===== src/hdl/hc29_pkg.sv =====
// ----------------------------------------------------------------------------
// hc29_pkg: shared types, constants and functions
// Symbol alphabet mapping, mod-29 reduction and the pair record passed
// between the pairing stage and the mix stage.
// ----------------------------------------------------------------------------
package hc29_pkg;

    localparam int unsigned CharW = 8;
    localparam int unsigned SymW  = 5;
    localparam int unsigned KeyW  = 5;
    localparam int unsigned CfgIdxW = 2;
    localparam int unsigned SumW  = 11;   // 2 * 31 * 28 fits in 11 bits

    localparam logic [SymW-1:0] AlphabetSize = 5'd29;
    localparam logic [SymW-1:0] SymSpace  = 5'd26;
    localparam logic [SymW-1:0] SymPeriod = 5'd27;
    localparam logic [SymW-1:0] SymComma  = 5'd28;

    localparam logic [CharW-1:0] CharBase   = 8'd97;
    localparam logic [CharW-1:0] CharEnd    = 8'd123;
    localparam logic [CharW-1:0] CharSpace  = 8'd32;
    localparam logic [CharW-1:0] CharPeriod = 8'd46;
    localparam logic [CharW-1:0] CharComma  = 8'd44;

    // Reciprocal of 29 scaled by 2^14; exact quotient for sums below 2^14.
    localparam int unsigned RecipShift = 14;
    localparam logic [9:0]  Recip29    = 10'd565;

    // Configuration register indexes
    localparam logic [CfgIdxW-1:0] CfgKeyR0C0 = 2'd0;
    localparam logic [CfgIdxW-1:0] CfgKeyR0C1 = 2'd1;
    localparam logic [CfgIdxW-1:0] CfgKeyR1C0 = 2'd2;
    localparam logic [CfgIdxW-1:0] CfgKeyR1C1 = 2'd3;

    localparam logic [KeyW-1:0] KeyR0C0Rst = 5'd2;
    localparam logic [KeyW-1:0] KeyR0C1Rst = 5'd3;
    localparam logic [KeyW-1:0] KeyR1C0Rst = 5'd5;
    localparam logic [KeyW-1:0] KeyR1C1Rst = 5'd7;

    typedef struct packed {
        logic            valid;
        logic [SymW-1:0] p0;
        logic [SymW-1:0] p1;
        logic            bad;
        logic            last;
    } t_pair;

    typedef struct packed {
        logic [KeyW-1:0] r0c0;
        logic [KeyW-1:0] r0c1;
        logic [KeyW-1:0] r1c0;
        logic [KeyW-1:0] r1c1;
    } t_key;

    // Byte to symbol; bit SymW flags a byte outside the alphabet.
    function automatic logic [SymW:0] sym_of_byte(input logic [CharW-1:0] b);
        logic [CharW-1:0] diff;
        diff = b - CharBase;
        if (b == CharSpace) begin
            sym_of_byte = {1'b0, SymSpace};
        end else if (b == CharPeriod) begin
            sym_of_byte = {1'b0, SymPeriod};
        end else if (b == CharComma) begin
            sym_of_byte = {1'b0, SymComma};
        end else if (b >= CharBase && b < CharEnd) begin
            sym_of_byte = {1'b0, diff[SymW-1:0]};
        end else begin
            sym_of_byte = {1'b1, SymSpace};
        end
    endfunction

    function automatic logic [CharW-1:0] byte_of_sym(input logic [SymW-1:0] s);
        if (s == SymSpace) begin
            byte_of_sym = CharSpace;
        end else if (s == SymPeriod) begin
            byte_of_sym = CharPeriod;
        end else if (s == SymComma) begin
            byte_of_sym = CharComma;
        end else begin
            byte_of_sym = {3'b000, s} + CharBase;
        end
    endfunction

    // x mod 29 by reciprocal multiply; the 6-bit quotient is exact for x < 1856.
    function automatic logic [SymW-1:0] mod29(input logic [SumW-1:0] x);
        logic [SumW+9:0] prod;
        logic [5:0]      q;
        logic [SumW-1:0] qm;
        logic [SumW-1:0] r;
        prod = {10'd0, x} * {{SumW{1'b0}}, Recip29};
        q    = prod[RecipShift+5:RecipShift];
        qm   = {5'd0, q} * {6'd0, AlphabetSize};
        r    = x - qm;
        mod29 = r[SymW-1:0];
    endfunction

endpackage


===== src/hdl/hill_cipher_2x2_mod29_unit.sv =====
// ----------------------------------------------------------------------------
// hill_cipher_2x2_mod29_unit: 2x2 Hill cipher over a 29-symbol alphabet
// Enciphers a byte stream pair by pair with a configurable key matrix.
// ----------------------------------------------------------------------------
// Takes one text byte per input transaction (a-z, space, period, comma) and
// enciphers symbol pairs with the 2x2 key held in the four key registers,
// modulo 29. Every second byte, or a byte marked last that opens a pair
// (padded with a space), produces two output transactions; a byte outside
// the alphabet is enciphered as a space and o_bad_symbol marks both bytes
// of its pair. With the output ready, a byte is accepted every cycle and
// two bytes leave for every two bytes taken, so ordinary text flows at one
// byte per cycle; a padded last byte yields two output bytes from one input
// byte. The input stalls whenever the pairing register holds a pair that
// the result register cannot take, even for a byte that only opens a pair.
// Accepting the second byte of a pair loads the pairing register; the
// result register takes the pair from there once it is free, and the
// first enciphered byte is then offered on the output port.
// Write keys only while the unit is idle.
// ----------------------------------------------------------------------------
module hill_cipher_2x2_mod29_unit (
    input  logic                          i_clk,
    input  logic                          i_rst_n,
    input  logic                          i_in_valid,
    output logic                          o_in_ready,
    input  logic [hc29_pkg::CharW-1:0]    i_in_char,
    input  logic                          i_in_last,
    output logic                          o_out_valid,
    input  logic                          i_out_ready,
    output logic [hc29_pkg::CharW-1:0]    o_out_char,
    output logic                          o_out_last,
    output logic                          o_bad_symbol,
    input  logic                          i_cfg_we,
    input  logic [hc29_pkg::CfgIdxW-1:0]  i_cfg_idx,
    input  logic [hc29_pkg::KeyW-1:0]     i_cfg_data
);
    import hc29_pkg::*;

    t_key  r_key;
    t_pair w_pair;
    logic  w_load;
    logic  w_fire;

    // Key registers: written directly, no read-back
    always_ff @(posedge i_clk) begin
        if (!i_rst_n) begin
            r_key.r0c0 <= KeyR0C0Rst;
            r_key.r0c1 <= KeyR0C1Rst;
            r_key.r1c0 <= KeyR1C0Rst;
            r_key.r1c1 <= KeyR1C1Rst;
        end else if (i_cfg_we) begin
            case (i_cfg_idx)
                CfgKeyR0C0: r_key.r0c0 <= i_cfg_data;
                CfgKeyR0C1: r_key.r0c1 <= i_cfg_data;
                CfgKeyR1C0: r_key.r1c0 <= i_cfg_data;
                CfgKeyR1C1: r_key.r1c1 <= i_cfg_data;
                default:    r_key      <= r_key;
            endcase
        end
    end

    // Accept whenever the pair register is free or drains this cycle
    assign o_in_ready = ~w_pair.valid | w_load;
    assign w_fire     = i_in_valid & o_in_ready;

    hc29_pair u_pair (
        .i_clk   (i_clk),
        .i_rst_n (i_rst_n),
        .i_fire  (w_fire),
        .i_char  (i_in_char),
        .i_last  (i_in_last),
        .i_take  (w_load),
        .o_pair  (w_pair)
    );

    hc29_mix u_mix (
        .i_clk   (i_clk),
        .i_rst_n (i_rst_n),
        .i_pair  (w_pair),
        .i_key   (r_key),
        .i_ready (i_out_ready),
        .o_load  (w_load),
        .o_valid (o_out_valid),
        .o_char  (o_out_char),
        .o_last  (o_out_last),
        .o_bad   (o_bad_symbol)
    );

endmodule


===== src/hdl/hc29_pair.sv =====
// ----------------------------------------------------------------------------
// hc29_pair: symbol mapping and pair assembly
// Maps each accepted byte to a symbol, holds the first of a pair and
// registers a complete pair (padded with a space on a lone last byte).
// ----------------------------------------------------------------------------
module hc29_pair (
    input  logic                        i_clk,
    input  logic                        i_rst_n,
    input  logic                        i_fire,
    input  logic [hc29_pkg::CharW-1:0]  i_char,
    input  logic                        i_last,
    input  logic                        i_take,
    output hc29_pkg::t_pair             o_pair
);
    import hc29_pkg::*;

    logic [SymW:0]   w_map;
    logic [SymW-1:0] r_held_sym, n_held_sym;
    logic            r_have_first, n_have_first;
    logic            r_held_bad, n_held_bad;
    t_pair           r_pair, n_pair;

    assign w_map = sym_of_byte(i_char);

    always_comb begin
        n_held_sym   = r_held_sym;
        n_have_first = r_have_first;
        n_held_bad   = r_held_bad;
        n_pair       = r_pair;
        if (i_take) begin
            n_pair.valid = 1'b0;
        end
        if (i_fire) begin
            if (r_have_first) begin
                n_pair.valid = 1'b1;
                n_pair.p0    = r_held_sym;
                n_pair.p1    = w_map[SymW-1:0];
                n_pair.bad   = r_held_bad | w_map[SymW];
                n_pair.last  = i_last;
                n_have_first = 1'b0;
                n_held_bad   = 1'b0;
            end else if (i_last) begin
                n_pair.valid = 1'b1;
                n_pair.p0    = w_map[SymW-1:0];
                n_pair.p1    = SymSpace;
                n_pair.bad   = w_map[SymW];
                n_pair.last  = 1'b1;
            end else begin
                n_held_sym   = w_map[SymW-1:0];
                n_held_bad   = w_map[SymW];
                n_have_first = 1'b1;
            end
        end
    end

    always_ff @(posedge i_clk) begin
        r_held_sym  <= n_held_sym;
        r_pair.p0   <= n_pair.p0;
        r_pair.p1   <= n_pair.p1;
        r_pair.bad  <= n_pair.bad;
        r_pair.last <= n_pair.last;
        if (!i_rst_n) begin
            r_have_first <= 1'b0;
            r_held_bad   <= 1'b0;
            r_pair.valid <= 1'b0;
        end else begin
            r_have_first <= n_have_first;
            r_held_bad   <= n_held_bad;
            r_pair.valid <= n_pair.valid;
        end
    end

    assign o_pair = r_pair;

endmodule


===== src/hdl/hc29_mix.sv =====
// ----------------------------------------------------------------------------
// hc29_mix: key matrix multiply and result serializer
// Multiplies a pair by the key mod 29, registers both bytes and sends
// them out one transaction at a time.
// ----------------------------------------------------------------------------
module hc29_mix (
    input  logic                        i_clk,
    input  logic                        i_rst_n,
    input  hc29_pkg::t_pair             i_pair,
    input  hc29_pkg::t_key              i_key,
    input  logic                        i_ready,
    output logic                        o_load,
    output logic                        o_valid,
    output logic [hc29_pkg::CharW-1:0]  o_char,
    output logic                        o_last,
    output logic                        o_bad
);
    import hc29_pkg::*;

    logic [SumW-1:0]  w_sum0, w_sum1;
    logic [CharW-1:0] r_c0, r_c1;
    logic             r_last, r_bad;
    logic             r_valid, n_valid;
    logic             r_sel, n_sel;
    logic             w_done;

    assign w_sum0 = SumW'({5'd0, i_key.r0c0} * {5'd0, i_pair.p0})
                  + SumW'({5'd0, i_key.r0c1} * {5'd0, i_pair.p1});
    assign w_sum1 = SumW'({5'd0, i_key.r1c0} * {5'd0, i_pair.p0})
                  + SumW'({5'd0, i_key.r1c1} * {5'd0, i_pair.p1});

    // second byte leaves this cycle: buffer frees up
    assign w_done = r_valid & r_sel & i_ready;
    assign o_load = i_pair.valid & (~r_valid | w_done);

    always_comb begin
        n_valid = r_valid;
        n_sel   = r_sel;
        if (r_valid && i_ready) begin
            n_sel = ~r_sel;
            if (r_sel) begin
                n_valid = 1'b0;
            end
        end
        if (o_load) begin
            n_valid = 1'b1;
            n_sel   = 1'b0;
        end
    end

    always_ff @(posedge i_clk) begin
        if (o_load) begin
            r_c0   <= byte_of_sym(mod29(w_sum0));
            r_c1   <= byte_of_sym(mod29(w_sum1));
            r_last <= i_pair.last;
            r_bad  <= i_pair.bad;
        end
        if (!i_rst_n) begin
            r_valid <= 1'b0;
            r_sel   <= 1'b0;
        end else begin
            r_valid <= n_valid;
            r_sel   <= n_sel;
        end
    end

    assign o_valid = r_valid;
    assign o_char  = r_sel ? r_c1 : r_c0;
    assign o_last  = r_sel & r_last;
    assign o_bad   = r_bad;

endmodule


===== config.mk =====
export PLATFORM = sky130hd
export DESIGN_NAME = hill_cipher_2x2_mod29_unit
export DESIGN_NICKNAME = d
export VERILOG_FILES = /design/src/hdl/hc29_pkg.sv /design/src/hdl/hill_cipher_2x2_mod29_unit.sv /design/src/hdl/hc29_pair.sv /design/src/hdl/hc29_mix.sv
export SDC_FILE = /design/constraint.sdc
export NUM_CORES = 1
export LEC_CHECK = 0
export ABC_AREA = 1
export BUFFER_PORTS_ARGS = -buffer_cell sky130_fd_sc_hd__buf_4
export CAP_MARGIN = 5
export CORE_AREA = 2 2 191 193
export CTS_BUF_LIST = sky130_fd_sc_hd__clkbuf_16
export DETAILED_ROUTE_END_ITERATION = 10
export DIE_AREA = 0 0 193 195
export SLEW_MARGIN = 10
export SYNTH_ARGS = -nofsm -noshare
export SYNTH_HDL_FRONTEND = slang
export SYNTH_SLANG_ARGS = --single-unit

===== constraint.sdc =====
create_clock -name i_clk -period 29.5 [get_ports i_clk]
set_input_delay 4.425 -clock i_clk [delete_from_list [all_inputs] [get_ports i_clk]]
set_output_delay 4.425 -clock i_clk [all_outputs]
set_load 0.01 [all_outputs]

# Yosys cells after proc, flatten, opt, wreduce, memory -nomap -nowiden
# Cells that the tools add are included.
[op_classes] eq_ne=13 n_mul=8 add_sub_neg=7 bitwise=14 n_reduce_logical=17 magnitude_cmp=2 muxes=20
[ops] operator="11-bit by 10-bit multiplier with 20-bit output (second input constant)" n=2
[ops] operator="5-bit by 5-bit multiplier with 10-bit output" n=4
[ops] operator="13-bit 2-to-1 mux" n=3
[ops] operator="5-bit == test (second input constant)" n=6
[ops] operator="8-bit by 6-bit == test with 1-bit output (second input constant)" n=3
[ops] operator="6-bit 2-to-1 mux" n=4
[ops] operator="10-bit by 10-bit adder with 11-bit output" n=2
[ops] operator="5-bit by 7-bit adder with 8-bit output (second input constant)" n=2
[ops] operator="4-bit 2-to-1 mux" n=4
[ops] operator="2-bit AND reduction" n=7
[ops] operator="6-bit by 5-bit multiplier with 5-bit output (second input constant)" n=2
[ops] operator="5-bit subtractor" n=2
[ops] operator="8-bit by 7-bit >= comparator with 1-bit output (second input constant)" n=1
[ops] operator="8-bit by 7-bit less-than comparator with 1-bit output (second input constant)" n=1
[ops] operator="1-bit 2-to-1 mux" n=8
[ops] operator="8-bit 2-to-1 mux" n=1
[ops] operator="1-bit NOT" n=6
[ops] operator="2-bit nonzero test" n=3
[ops] operator="3-bit OR reduction" n=2
[ops] operator="1-bit AND" n=5
[ops] operator="5-bit by 1-bit subtractor with 5-bit output (second input constant)" n=1
[ops] operator="2-bit == test (second input constant)" n=2
[ops] operator="1-bit OR" n=3
[ops] operator="3-bit AND reduction" n=1
[ops] operator="other kinds (5)" n=6
[word_totals] register_bits=60

# Logic depth before layout (Yosys ltp)
# Gate-level depths: netlist of the first run.
[depth] ltp_word=9 mapped_depth=57 mapped_depth_nobuf=56

# Cells and area by module
# From an unflattened synthesis of the first run, not the netlist that was laid out.
[hier_totals] cells_unflattened=1469 area_unflattened_um2=11044.3
[by_module_without_submodules] module="hc29_mix" area_per_inst_um2=9110.0 seq_area_each_um2=580.6 cells_per_inst=1243 n_inst=1
[by_module_without_submodules] module="hc29_pair" area_per_inst_um2=1052.3 seq_area_each_um2=570.5 cells_per_inst=106 n_inst=1
[by_module_without_submodules] module="hill_cipher_2x2_mod29_unit" area_per_inst_um2=882.1 seq_area_each_um2=400.4 cells_per_inst=120 n_inst=1

# Worst setup path before layout of the first run
# OpenSTA, ideal clock, no wires.
[synth_timing] path_kind="register to register" from="register u_pair.r_pair, in the netlist u_pair.o_pair[6]" to="register u_mix.r_c0[4] (data pin)" n_path_buf=1 arrival_ps=9989 setup_slack_ps=19257 synth_period_minus_slack_ps=10243 setup_time_ps=254 required_ps=29246 path_stages_with_launch=51 path_cell_list="edfxtp_1 > clkbuf_1 > nand2_1 > fa_1 > fa_1 > inv_1 > fa_1 > fa_1 > inv_1 > fa_1 > inv_1 > ha_1 > nand2_1 > inv_1 > nand4_1 > nand3_1 > nand2_1 > nand2_1 > [15 not listed] > xnor2_1 > inv_1 > ha_1 > ha_1 > ha_1 > inv_1 > ha_1 > a21oi_1 > a21o_1 > nand2_1 > nand3_1 > nand2_1 > xnor2_1 > nand2_2 > nand2_4 > o211ai_2 > nand2_2 > nor2_1"
[synth_via] elab_chain_len=7 elab_cells_between_ends=10 cone_classes="add/sub (3); mul (3); eq/ne (3); reduce/logical (1)"
[synth_lines] item="start, declared" line="hc29_pair.sv:21" source="t_pair r_pair, n_pair;"
[synth_lines] item="5-bit by 5-bit multiplier with 10-bit output *" line="hc29_mix.sv:28" source="+ SumW'({5'd0, i_key.r0c1} * {5'd0, i_pair.p1});"
[synth_lines] item="10-bit by 10-bit adder with 11-bit output *" line="hc29_mix.sv:28"
[synth_lines] item="11-bit by 10-bit multiplier with 20-bit output" line="hc29_pkg.sv:90" source="prod = {10'd0, x} * {{SumW{1'b0}}, Recip29};"
[synth_lines] item="6-bit by 5-bit multiplier with 5-bit output" line="hc29_pkg.sv:92" source="qm = {5'd0, q} * {6'd0, AlphabetSize};"
[synth_lines] item="5-bit subtractor *" line="hc29_pkg.sv:93" source="r = x - qm;"
[synth_lines] item="branches (longest 2 deep; another with 5-bit by 7-bit adder with 8-bit output)"
[synth_lines] item="end signal, assigned" line="hc29_mix.sv:53" source="r_c0 <= byte_of_sym(mod29(w_sum0));"
[synth_lines] item="end, declared" line="hc29_mix.sv:21" source="logic [CharW-1:0] r_c0, r_c1;"
# Mark *: on every way between the ends.
# A chain may end at the register's enable or synchronous reset.

# Worst setup path after layout of the first run
[layout_timing] from="register u_pair.r_pair, in the netlist u_pair.o_pair[3]" to="register u_mix.r_c0[4] (data pin)"
# Same word-level chain as after synthesis.

==> flow_summary_export.csv, run 1 <==
group,metric,value,unit
global_routing,grt-ovfl-total,0,
clock_tree,numCtsBuffers,9,
global_routing,grt_first_pass_wirelength,39200,um
worst_setup_path,r2r_end,"u_mix.r_c0[4]",
cells_and_area,final_layout_size_suffix_gt1_share,5.91,%
worst_setup_path,reg2reg_from,"u_pair.o_pair[3]",
sta,max_freq,89.6,MHz
floorplanning,io_pins,33,
clock_tree,cts_buffer_depth,2,
clock_tree,clk-insertion-delay-late,0.34,ns
sta,max_slew_margin,24.0,%
synth,yosysTopAreaCell,"sky130_fd_sc_hd__ha_1",
clock_tree,tritoncts,"yes",
cells_and_area,fin_util,32.8,%
placed_design,place_area,11300,um^2
cells_and_area,stdcell_area,11600,um^2
clock_tree,cts-hold-fix-buffers,0,
synth,synth_seq_area_share,14.7,%
synth,synth_flop_cell,"sky130_fd_sc_hd__edfxtp_1",
sta,min_period_over_period,37.8,%
clock_tree,clk_root_buffer_cell,"sky130_fd_sc_hd__clkbuf_16",
floorplanning,initial_core_util,29.8,%
clock_tree,cts_num_sinks,60,
sta,setup_violations,0,
global_routing,initial_antenna_violation_count,0,
worst_setup_path,flop_to_flop_setup_slack,18.34,ns
global_routing,grtUsageTotal,12.8,%
sta,skew,0.0108,ns
placed_design,buffer_ports.inserted,32,
outcome,status,"complete, no violations",
worst_setup_path,worstSetupEndpoint,"u_mix.r_c0[4]",
floorplanning,coreArea,35400,um^2
worst_setup_path,required_time_reported_for_the_critical_path_endpoint,29.59,ns
placed_design,routabilityCongestion,0.852,
floorplanning,die_h,195,um
worst_setup_path,r2r_depth,48,
synth,synth_most_common_cell,"sky130_fd_sc_hd__inv_1",
detailed_routing,detail_route.iter0.violations,402,
floorplanning,placementRows,69,
clock_tree,cts_resized,0,
worst_setup_path,critPathSlowestCell,"sky130_fd_sc_hd__fa_1",
detailed_routing,route.detailed.vias_per_inst,4.45,
detailed_routing,antenna_left,0,
synth,post_synth_instance_area,10500,um^2
sta,period_minus_slack,11.16,ns
worst_setup_path,most_used_cell_along_the_critical_path,"sky130_fd_sc_hd__inv_1",
worst_setup_path,timing.critical_path.from_type,"register",
sta,fin_tns_setup,0,ns
sta,grt_setup_unrepaired,"no",
synth,yosys.cell_types.count,38,
worst_setup_path,critical_path.max_fanout,10,
synth,netlist_top_cells_count,"sky130_fd_sc_hd__inv_1, sky130_fd_sc_hd__nand2_1, sky130_fd_sc_hd__ha_1, sky130_fd_sc_hd__nor2_1, sky130_fd_sc_hd__fa_1",
clock_tree,clk_pin_slew_worst_paths,0.06,ns
detailed_routing,routed_wl,22700,um
worst_setup_path,setup.worst_path.end_class,"register",
floorplanning,fp.dieArea,37600,um^2
detailed_routing,drt_pass1_iterations,4,
clock_tree,number_of_buffers_inserted_to_repair_setup_after_cts,0,
job,timing.max_cap.violations,0,
synth,syn-mean-instance-area,7.69,um^2
synth,synth_warnings,0,
sta,worst-slew-pin-transition,1.14,ns
worst_setup_path,startpoint,"u_pair.o_pair[3]",
global_routing,vias_in_the_first_global_route,8353,
worst_setup_path,category_of_the_most_critical_setup_path,"reg -> reg",
synth,synth_enable_flop_cells,35,
synth,netlist.area_leader.share,24.3,%
worst_setup_path,critical_path_arrival,11.25,ns
synth,synth.ff_latch_count,60,
cells_and_area,antenna-diode-count,0,
synth,post_synth_inst_count,1370,
cells_and_area,finish.net_count,1725,
clock_tree,cts-htree-levels,3,
sta,final_max_slew_viol_count,0,
placed_design,detailedPlace.worstSlack,18.36,ns
global_routing,largest_net_degree_at_the_start_of_global_routing,24,
floorplanning,die_width,193,um
detailed_routing,route.detailed.wl_per_inst,12.2,um
synth,synth_async_sr_flop_share,0,%
synth,synth.net_count,1696,
placed_design,dp_hpwl,19500,um
worst_setup_path,critPathMaxStageDelay,0.56,ns
sta,finalWorstSetupSlack,18.34,ns
sta,final_hold_viol_count,0,
hold_path,min_path_type,"reg -> reg",
detailed_routing,routed-via-count,8304,
synth,netlist_top_cells_area,"sky130_fd_sc_hd__ha_1, sky130_fd_sc_hd__fa_1, sky130_fd_sc_hd__inv_1",
detailed_routing,detail_route.drc_violations,0,
cells_and_area,area.growth.synth_to_final,10.3,%
==> worst min path at each step <==
stage                     startpoint           to  slack [ns]  cells after the start
global route        u_pair.o_pair[1]  u_mix.o_bad        0.46                      0
finish              u_pair.o_pair[1]  u_mix.o_bad        0.46                      0
floorplan           u_pair.o_pair[1]  u_mix.o_bad        0.40                      0
CTS                 u_pair.o_pair[1]  u_mix.o_bad        0.46                      0
detailed placement  u_pair.o_pair[1]  u_mix.o_bad        0.47                      0
global placement    u_pair.o_pair[1]  u_mix.o_bad        0.46                      0
==> worst max-delay path: cells and delay by family (launching register included) <==
family | cells | cell delay [ns]
adders and majority gates | 15 | 6.16
and+or+nand+nor | 14 | 1.48
AOI/OAI and AO/OA | 6 | 1.04
xor gates and xnor gates | 3 | 0.90
buffers and inverters | 10 | 0.80
DFF | 1 | 0.53
==> cell families after synthesis <==
family	after synthesis	share of synthesized area, %
xor gates and xnor gates	45	3.81
DFF	60	14.7
adders and majority gates	305	43.3
and+or+nand+nor	508	20.5
buffers and inverters	363	12.9
AOI/OAI and AO/OA	89	4.69
==> cell usage in the layout (no fill, tap or decap), drive strengths merged <==
master and count:
or2 1, nand4 8, clkbuf 9, o21ai 35, nor3b 1, clkinv 3
a221o 1, a21oi 41, fa 100, buf 33, nand3 56, o21bai 3
a211oi 1, xor2 29, nand2 306, a21o 3, ha 205, nor2 112
xnor2 16, bufinv 2, and2 4, inv 350, dfxtp 25, a31oi 3
o211ai 1, nor3 13, edfxtp 35, a22o 1, nand3b 7
==> per-stage QoR <==
stage	std cells	hold slack (ns)
3_3_place_gp	1849	0.461
5_1_grt	1865	0.455
3_5_place_dp	1849	0.469
4_1_cts	1865	0.456
2_1_floorplan	1370	0.400
6_report	1865	0.456
==> registers in the layout (all words and copies together), names as in the netlist <==
name / cells
r_key: 20
u_mix.o_bad: 1
u_mix.o_valid: 1
u_mix.r_c0: 8
u_mix.r_c1: 8
u_mix.r_last: 1
u_mix.r_sel: 1
u_pair.o_pair: 13
u_pair.r_have_first: 1
u_pair.r_held_bad: 1
u_pair.r_held_sym: 5
==> routing by layer <==
layer  GRT usage [%]  vias to the layer above  routed length (um)
li1                -                     4251                   -
met3           0.988                       27                 493
met4            3.98                        0                 416
met2            22.0                      115               11100
met1            17.0                     3911               10600
met5               0                        -                   0
==> final cells by class <==
cell class,instances,area [um^2]
Inverter,348,1310
Clock buffer,9,225
Tap cell,461,577
Timing Repair Buffer,33,248
Fill cell,3729,23800
Multi-Input combinational cell,947,7630
Sequential cell,60,1550
Clock inverter,7,83.8
Power of run 1 is left out: the tool's default activity adds up to more than one toggle a clock period on the data nets, which glitch-free logic cannot reach.
==> inputs of run 2 (changes only) <==
==> constraint.sdc (replaced) <==
create_clock -name i_clk -period 10.65 [get_ports i_clk]
set_input_delay 1.5975 -clock i_clk [delete_from_list [all_inputs] [get_ports i_clk]]
set_output_delay 1.5975 -clock i_clk [all_outputs]
set_load 0.01 [all_outputs]
==> run 2 against run 1 <==
Clock-buffer cell count grew 2; global-route usage shrank 0.055 points; first-iteration DRC count shrank 26%; non-clock buffer count grew 74; utilization grew 3.1 points; critical path type unchanged; largest cell class unchanged.
==> flow_summary_export.csv, run 2 (synthesis gave the netlist of run 1 again) <==
group,metric,value,unit
floorplanning,die_h,195,um
placed_design,routabilityCongestion,0.857,
cells_and_area,layout.cells.most_common_list,"sky130_fd_sc_hd__inv_1, sky130_fd_sc_hd__nand2_1, sky130_fd_sc_hd__ha_1, sky130_fd_sc_hd__buf_4, sky130_fd_sc_hd__nor2_1",
clock_tree,clk_root_buffer_cell,"sky130_fd_sc_hd__clkbuf_16",
cells_and_area,final_layout_size_suffix_gt1_share,16.4,%
global_routing,grt_first_pass_wirelength,39000,um
floorplanning,io_pins,33,
global_routing,grtUsageTotal,12.7,%
detailed_routing,antenna_left,0,
sta,period_minus_slack,10.21,ns
global_routing,gr-usage-met1,17.2,%
detailed_routing,routed-via-count,8590,
hold_path,min_path_type,"reg -> reg",
worst_setup_path,critPathSlowestCell,"sky130_fd_sc_hd__fa_1",
worst_setup_path,critical_path_arrival,10.29,ns
clock_tree,numCtsBuffers,9,
global_routing,largest_net_degree_at_the_start_of_global_routing,24,
cells_and_area,stdcell_area,12700,um^2
sta,fin_worst_hold_slack,0.424,ns
global_routing,grt.busiest_layer,"met2",
placed_design,detailedPlace.worstSlack,-0.0351,ns
cells_and_area,regArea,1560,um^2
sta,min_period_over_period,95.9,%
cells_and_area,area.growth.synth_to_final,20.6,%
global_routing,grt-ovfl-total,0,
sta,setup_violations,0,
clock_tree,tritoncts,"yes",
hold_path,min_delay_path_depth,0,
worst_setup_path,timing.critical_path.from_type,"register",
hold_path,hold_path_origin,"u_pair.o_pair[1]",
sta,final_max_slew_viol_count,0,
worst_setup_path,critPathMaxStageDelay,0.54,ns
sta,final_hold_viol_count,0,
floorplanning,coreArea,35400,um^2
floorplanning,die_width,193,um
worst_setup_path,critical_path.max_fanout,6,
detailed_routing,drt_pass1_iterations,5,
floorplanning,placementRows,69,
detailed_routing,route.detailed.wl_per_inst,12.2,um
global_routing,vias_in_the_first_global_route,8365,
clock_tree,cts-hold-fix-buffers,0,
cells_and_area,layout.filler_cells,3659,
cells_and_area,antenna-diode-count,0,
global_routing,grtUsageMet2,21.7,%
detailed_routing,routed_wl,23700,um
worst_setup_path,most_used_cell_along_the_critical_path,"sky130_fd_sc_hd__inv_1",
detailed_routing,detail_route.iter0.violations,298,
worst_setup_path,setup.worst_path.end_class,"register",
worst_setup_path,category_of_the_most_critical_setup_path,"reg -> reg",
worst_setup_path,r2r_end,"u_mix.r_c1[5]",
clock_tree,clk_pin_slew_worst_paths,0.06,ns
clock_tree,cts-htree-levels,3,
placed_design,place_area,11600,um^2
placed_design,dp_hpwl,19900,um
floorplanning,initial_core_util,29.8,%
worst_setup_path,flop_to_flop_setup_slack,0.44,ns
cells_and_area,area_occupied_by_multi_input_gates,8160,um^2
placed_design,buffer_ports.inserted,32,
global_routing,groute.layer.met3.usage,1.19,%
cells_and_area,largest_register,"r_key",
worst_setup_path,r2r_depth,53,
sta,finalWorstSetupSlack,0.439,ns
job,timing.max_cap.violations,0,
outcome,status,"complete, no violations",
cells_and_area,largest_register_ff_count,20,
detailed_routing,detail_route.drc_violations,0,
sta,skew,0.0137,ns
sta,max_freq,97.9,MHz
sta,worst-slew-pin-transition,0.717,ns
cells_and_area,finish.net_count,1799,
clock_tree,cts_buffer_depth,2,
detailed_routing,route.detailed.vias_per_inst,4.43,
clock_tree,cts_num_sinks,60,
floorplanning,fp.dieArea,37600,um^2
cells_and_area,most_frequent_standard_cell_in_the_layout_excluding_fill_and_tap_cells,"sky130_fd_sc_hd__inv_1",
sta,max_slew_margin,52.1,%
worst_setup_path,reg2reg_from,"u_pair.o_pair[3]",
hold_path,whs_endpoint,"u_mix.o_bad",
worst_setup_path,required_time_reported_for_the_critical_path_endpoint,10.73,ns
clock_tree,clk-insertion-delay-late,0.36,ns
global_routing,initial_antenna_violation_count,0,
==> run 2: cell types whose count changed in the layout (fill, tap and decap cells not counted), moves of 8 or more <==
| cell | change |
|---|---|
| sky130_fd_sc_hd__nor2_1 | -9 |
| sky130_fd_sc_hd__buf_4 | +71 |
| sky130_fd_sc_hd__inv_1 | -8 |
| sky130_fd_sc_hd__a21oi_2 | +10 |
| sky130_fd_sc_hd__nand3_1 | -8 |
| sky130_fd_sc_hd__inv_2 | +9 |
| sky130_fd_sc_hd__ha_4 | +17 |
| sky130_fd_sc_hd__nand2_2 | +13 |
| sky130_fd_sc_hd__ha_1 | -17 |
| sky130_fd_sc_hd__nand2_1 | -14 |
| sky130_fd_sc_hd__a21oi_1 | -12 |
==> run 2: layout make-up <==
cell class	instances	share of cell area (%)
Clock buffer	11	2.17
Clock inverter	5	0.187
Inverter	348	10.3
Multi-Input combinational cell	947	64.2
Sequential cell	60	12.2
Tap cell	461	4.54
Timing Repair Buffer	107	6.41
==> run 2: routing by layer <==
metal  part of all wire [%]  vias up
met4                    1.3        0
met5                      0        -
li1                       -     4390
met1                     46     4062
met2                     50      120
met3                    3.0       18
==> run 2: what timing repair did <==
| item | CTS | global route |
|---|---|---|
| resized for setup | 0 | 102 |
| pin swaps | 0 | 61 |
| buffers inserted | 6 | 27 |
| setup endpoints to repair | 8 | 16 |
| cloned | 0 | 0 |
==> run 2: worst max-delay path by stage <==
stage                      start            end  slack, ns
6_report        u_pair.o_pair[3]  u_mix.r_c1[5]       0.44
5_1_grt         u_pair.o_pair[3]  u_mix.r_c1[5]       -0.1
4_1_cts         u_pair.o_pair[5]  u_mix.r_c0[1]       0.03
3_5_place_dp   u_pair.o_pair[10]  u_mix.r_c0[1]      -0.04
3_3_place_gp   u_pair.o_pair[10]  u_mix.r_c0[4]       0.13
2_1_floorplan   u_pair.o_pair[6]  u_mix.r_c0[4]       0.41
==> run 2: metrics by stage <==
stage | TNS [ns] | util (%) | std cells
after floorplan | 0 | - | 1370
after global placement | 0 | 32.8 | 1890
after detailed placement | -0.133 | 32.8 | 1890
after CTS | 0 | 33.8 | 1912
after global routing | -0.555 | 35.9 | 1939
final | 0 | 35.9 | 1939
==> run 2: worst max-delay path: cells and delay by family, from the launching register on <==
kind | cells | cell delay (ns)
and+or+nand+nor | 21 | 2.19
AOI/OAI and AO/OA | 2 | 0.24
adders and majority gates | 15 | 5.80
buffers and inverters | 13 | 0.90
xor gates and xnor gates | 2 | 0.38
DFF | 1 | 0.40
Power of run 2 is left out for the same reason.
==> inputs of run 3 (changes only) <==
--- a/config.mk
+++ b/config.mk
@@ -8,11 +8,12 @@
 export ABC_AREA = 1
 export BUFFER_PORTS_ARGS = -buffer_cell sky130_fd_sc_hd__buf_4
 export CAP_MARGIN = 5
-export CORE_AREA = 2 2 191 193
+export CORE_AREA = 2 2 195 197
 export CTS_BUF_LIST = sky130_fd_sc_hd__clkbuf_16
 export DETAILED_ROUTE_END_ITERATION = 10
-export DIE_AREA = 0 0 193 195
+export DIE_AREA = 0 0 197 199
 export SLEW_MARGIN = 10
 export SYNTH_ARGS = -nofsm -noshare
 export SYNTH_HDL_FRONTEND = slang
+export SYNTH_HIERARCHICAL = 1
 export SYNTH_SLANG_ARGS = --single-unit
==> run 3 against run 2 <==
First-iteration DRC count is 64% higher; worst hold slack better by 0.0022 ns; sequential cell count stayed put; fmax is 0.56% higher; synthesized cell count is 7.2% higher; clock skew is 0.0030 ns lower; design area is 4.3% higher; die area is 4.2% higher; utilization is 0.19 points lower; non-clock buffer count is 2 higher; critical path type unchanged; cell count is 5.7% higher; via count is 5.8% higher.
==> flow_summary_export.csv, run 3 <==
group,metric,value,unit
outcome,status,"complete, no violations",
sta,final_max_slew_viol_count,0,
placed_design,place_area,12100,um^2
detailed_routing,detail_route.drc_violations,0,
detailed_routing,drt_pass1_iterations,5,
floorplanning,coreArea,37100,um^2
detailed_routing,detail_route.iter0.violations,488,
floorplanning,io_pins,33,
placed_design,dp_hpwl,21200,um
synth,synth_seq_area_share,14.0,%
global_routing,grt-ovfl-total,0,
synth,syn-mean-instance-area,7.52,um^2
global_routing,grt_first_pass_wirelength,41600,um
hold_path,min_path_type,"reg -> reg",
clock_tree,cts_buffer_depth,2,
placed_design,routabilityCongestion,0.853,
cells_and_area,layout.cells.most_common_list,"sky130_fd_sc_hd__inv_1, sky130_fd_sc_hd__nand2_1, sky130_fd_sc_hd__ha_1, sky130_fd_sc_hd__buf_4, sky130_fd_sc_hd__fa_1",
floorplanning,die_h,199,um
cells_and_area,most_frequent_standard_cell_in_the_layout_excluding_fill_and_tap_cells,"sky130_fd_sc_hd__inv_1",
placed_design,numPlacedInstances,2004,
cells_and_area,final-instance-count-excl-fill,2049,
worst_setup_path,category_of_the_most_critical_setup_path,"reg -> reg",
hold_path,min_delay_path_depth,0,
worst_setup_path,critical_path.max_fanout,7,
clock_tree,cts-hold-fix-buffers,0,
clock_tree,numCtsBuffers,9,
detailed_routing,routed_wl,25400,um
synth,netlist_top_cells_count,"sky130_fd_sc_hd__inv_1, sky130_fd_sc_hd__nand2_1, sky130_fd_sc_hd__ha_1, sky130_fd_sc_hd__fa_1, sky130_fd_sc_hd__nor2_1",
floorplanning,placementRows,71,
floorplanning,initial_core_util,29.7,%
worst_setup_path,setup.worst_path.end_class,"register",
global_routing,largest_net_degree_at_the_start_of_global_routing,24,
floorplanning,fp.dieArea,39200,um^2
synth,netlist_top_cells_area,"sky130_fd_sc_hd__ha_1, sky130_fd_sc_hd__fa_1, sky130_fd_sc_hd__inv_1",
detailed_routing,routed-via-count,9086,
synth,synth_flop_cell,"sky130_fd_sc_hd__edfxtp_1",
synth,synth.ff_latch_count,60,
clock_tree,cts-htree-levels,3,
placed_design,buffer_ports.inserted,32,
sta,period_minus_slack,10.15,ns
worst_setup_path,flop_to_flop_setup_slack,0.50,ns
hold_path,hold_path_origin,"u_pair/o_pair[1]",
sta,setup_violations,0,
synth,synth_enable_flop_cells,35,
synth,post_synth_instance_area,11000,um^2
cells_and_area,largest_register_ff_count,20,
synth,synth_async_sr_flop_share,0,%
cells_and_area,finish.net_count,1896,
worst_setup_path,required_time_reported_for_the_critical_path_endpoint,10.75,ns
synth,synth.net_count,1795,
worst_setup_path,critPathMaxStageDelay,0.53,ns
synth,post_synth_inst_count,1469,
cells_and_area,stdcell_area,13300,um^2
worst_setup_path,critPathSlowestCell,"sky130_fd_sc_hd__fa_1",
cells_and_area,antenna-diode-count,0,
detailed_routing,antenna_left,0,
cells_and_area,final_layout_size_suffix_gt1_share,17.4,%
worst_setup_path,r2r_end,"u_mix/r_c0[5]",
synth,yosys.cell_types.count,45,
sta,max_freq,98.5,MHz
clock_tree,cts_num_sinks,60,
hold_path,whs_endpoint,"u_mix/o_bad",
detailed_routing,route.detailed.wl_per_inst,12.4,um
cells_and_area,fin_util,35.7,%
synth,synth_most_common_cell,"sky130_fd_sc_hd__inv_1",
clock_tree,tritoncts,"yes",
floorplanning,die_width,197,um
detailed_routing,route.detailed.vias_per_inst,4.43,
synth,yosysTopAreaCell,"sky130_fd_sc_hd__ha_1",
worst_setup_path,reg2reg_from,"u_pair/o_pair[3]",
synth,synth_warnings,6,
global_routing,vias_in_the_first_global_route,8852,
global_routing,initial_antenna_violation_count,0,
cells_and_area,area.growth.synth_to_final,20.1,%
worst_setup_path,most_used_cell_along_the_critical_path,"sky130_fd_sc_hd__inv_1",
clock_tree,clk_pin_slew_worst_paths,0.06,ns
job,timing.max_cap.violations,0,
clock_tree,clk_root_buffer_cell,"sky130_fd_sc_hd__clkbuf_16",
sta,skew,0.0107,ns
global_routing,grtUsageTotal,13.1,%
sta,final_hold_viol_count,0,
sta,fin_tns_setup,0,ns
worst_setup_path,r2r_depth,52,
cells_and_area,largest_register,"r_key",
worst_setup_path,critical_path_arrival,10.25,ns
synth,netlist.area_leader.share,23.2,%
sta,max_slew_margin,18.1,%
worst_setup_path,timing.critical_path.from_type,"register",
clock_tree,clk-insertion-delay-late,0.34,ns
sta,worst-slew-pin-transition,1.22,ns
sta,min_period_over_period,95.3,%
==> run 3: final cells by class <==
cell class,count,area (um^2)
fill,3760,23900
tap,474,593
timing repair buffer,109,833
clock buffer,9,225
multi-input combinational,1009,8550
sequential,60,1550
clock inverter,7,75.1
inverter,381,1430
==> run 3: kinds of logic (layout without fill, tap and decap cells) <==
| family | Yosys count | in the layout | synth area share, % |
|---|---|---|---|
| flops | 60 | 60 | 14.0 |
| compound gates | 60 | 60 | 3.19 |
| buf+inv | 400 | 506 | 13.8 |
| fa+ha+maj | 305 | 305 | 41.4 |
| xor+xnor | 40 | 40 | 3.51 |
| simple gates | 604 | 604 | 24.1 |
==> run 3: critical path: cells and delay by family (launching register included) <==
kind	cells	cell delay (ns)
AND/OR/NAND/NOR	18	1.75
flip-flops	1	0.45
buffers and inverters	12	0.57
adder cells (fa/ha/maj)	16	6.30
XOR/XNOR	3	0.48
AO/OA/AOI/OAI	3	0.34
==> run 3: what timing repair did <==
| item | in CTS | in global routing |
|---|---|---|
| buffers inserted | 16 | 13 |
| resized for setup | 5 | 101 |
| setup endpoints to repair | 8 | 16 |
| cloned | 0 | 0 |
| pin swaps | 1 | 60 |
==> run 3: layer usage <==
layer  part of all wire [%]  vias up  wire length (um)  GRT usage, %
li1                       -     4655                 -             -
met5                      0        -                 0             0
met3                    2.3       28               576          1.17
met4                    2.6        0               650          4.40
met2                     49      127             12600          23.3
met1                     46     4276             11700          16.7
==> run 3: stage by stage <==
stage,worst slack [ns],hold slack (ns)
6_report,0.496,0.427
4_1_cts,0.00986,0.431
2_1_floorplan,0.474,0.400
3_3_place_gp,0.00769,0.405
3_5_place_dp,-0.105,0.416
5_1_grt,-0.0752,0.431
==> run 3: how the worst max path moves through the flow <==
stage                                  from       endpoint  slack, ns  depth (start not counted)
final                      u_pair/o_pair[3]  u_mix/r_c0[5]       0.50                         52
after global routing      u_pair/o_pair[10]  u_mix/r_c1[0]      -0.08                         51
after CTS                  u_pair/o_pair[3]  u_mix/r_c0[4]       0.01                         52
after detailed placement  u_pair/o_pair[10]  u_mix/r_c0[3]      -0.11                         50
after global placement     u_pair/o_pair[3]  u_mix/r_c0[3]      0.008                         54
after floorplan            u_pair/o_pair[6]  u_mix/r_c0[2]       0.47                         54
Power of run 3 is left out for the same reason.
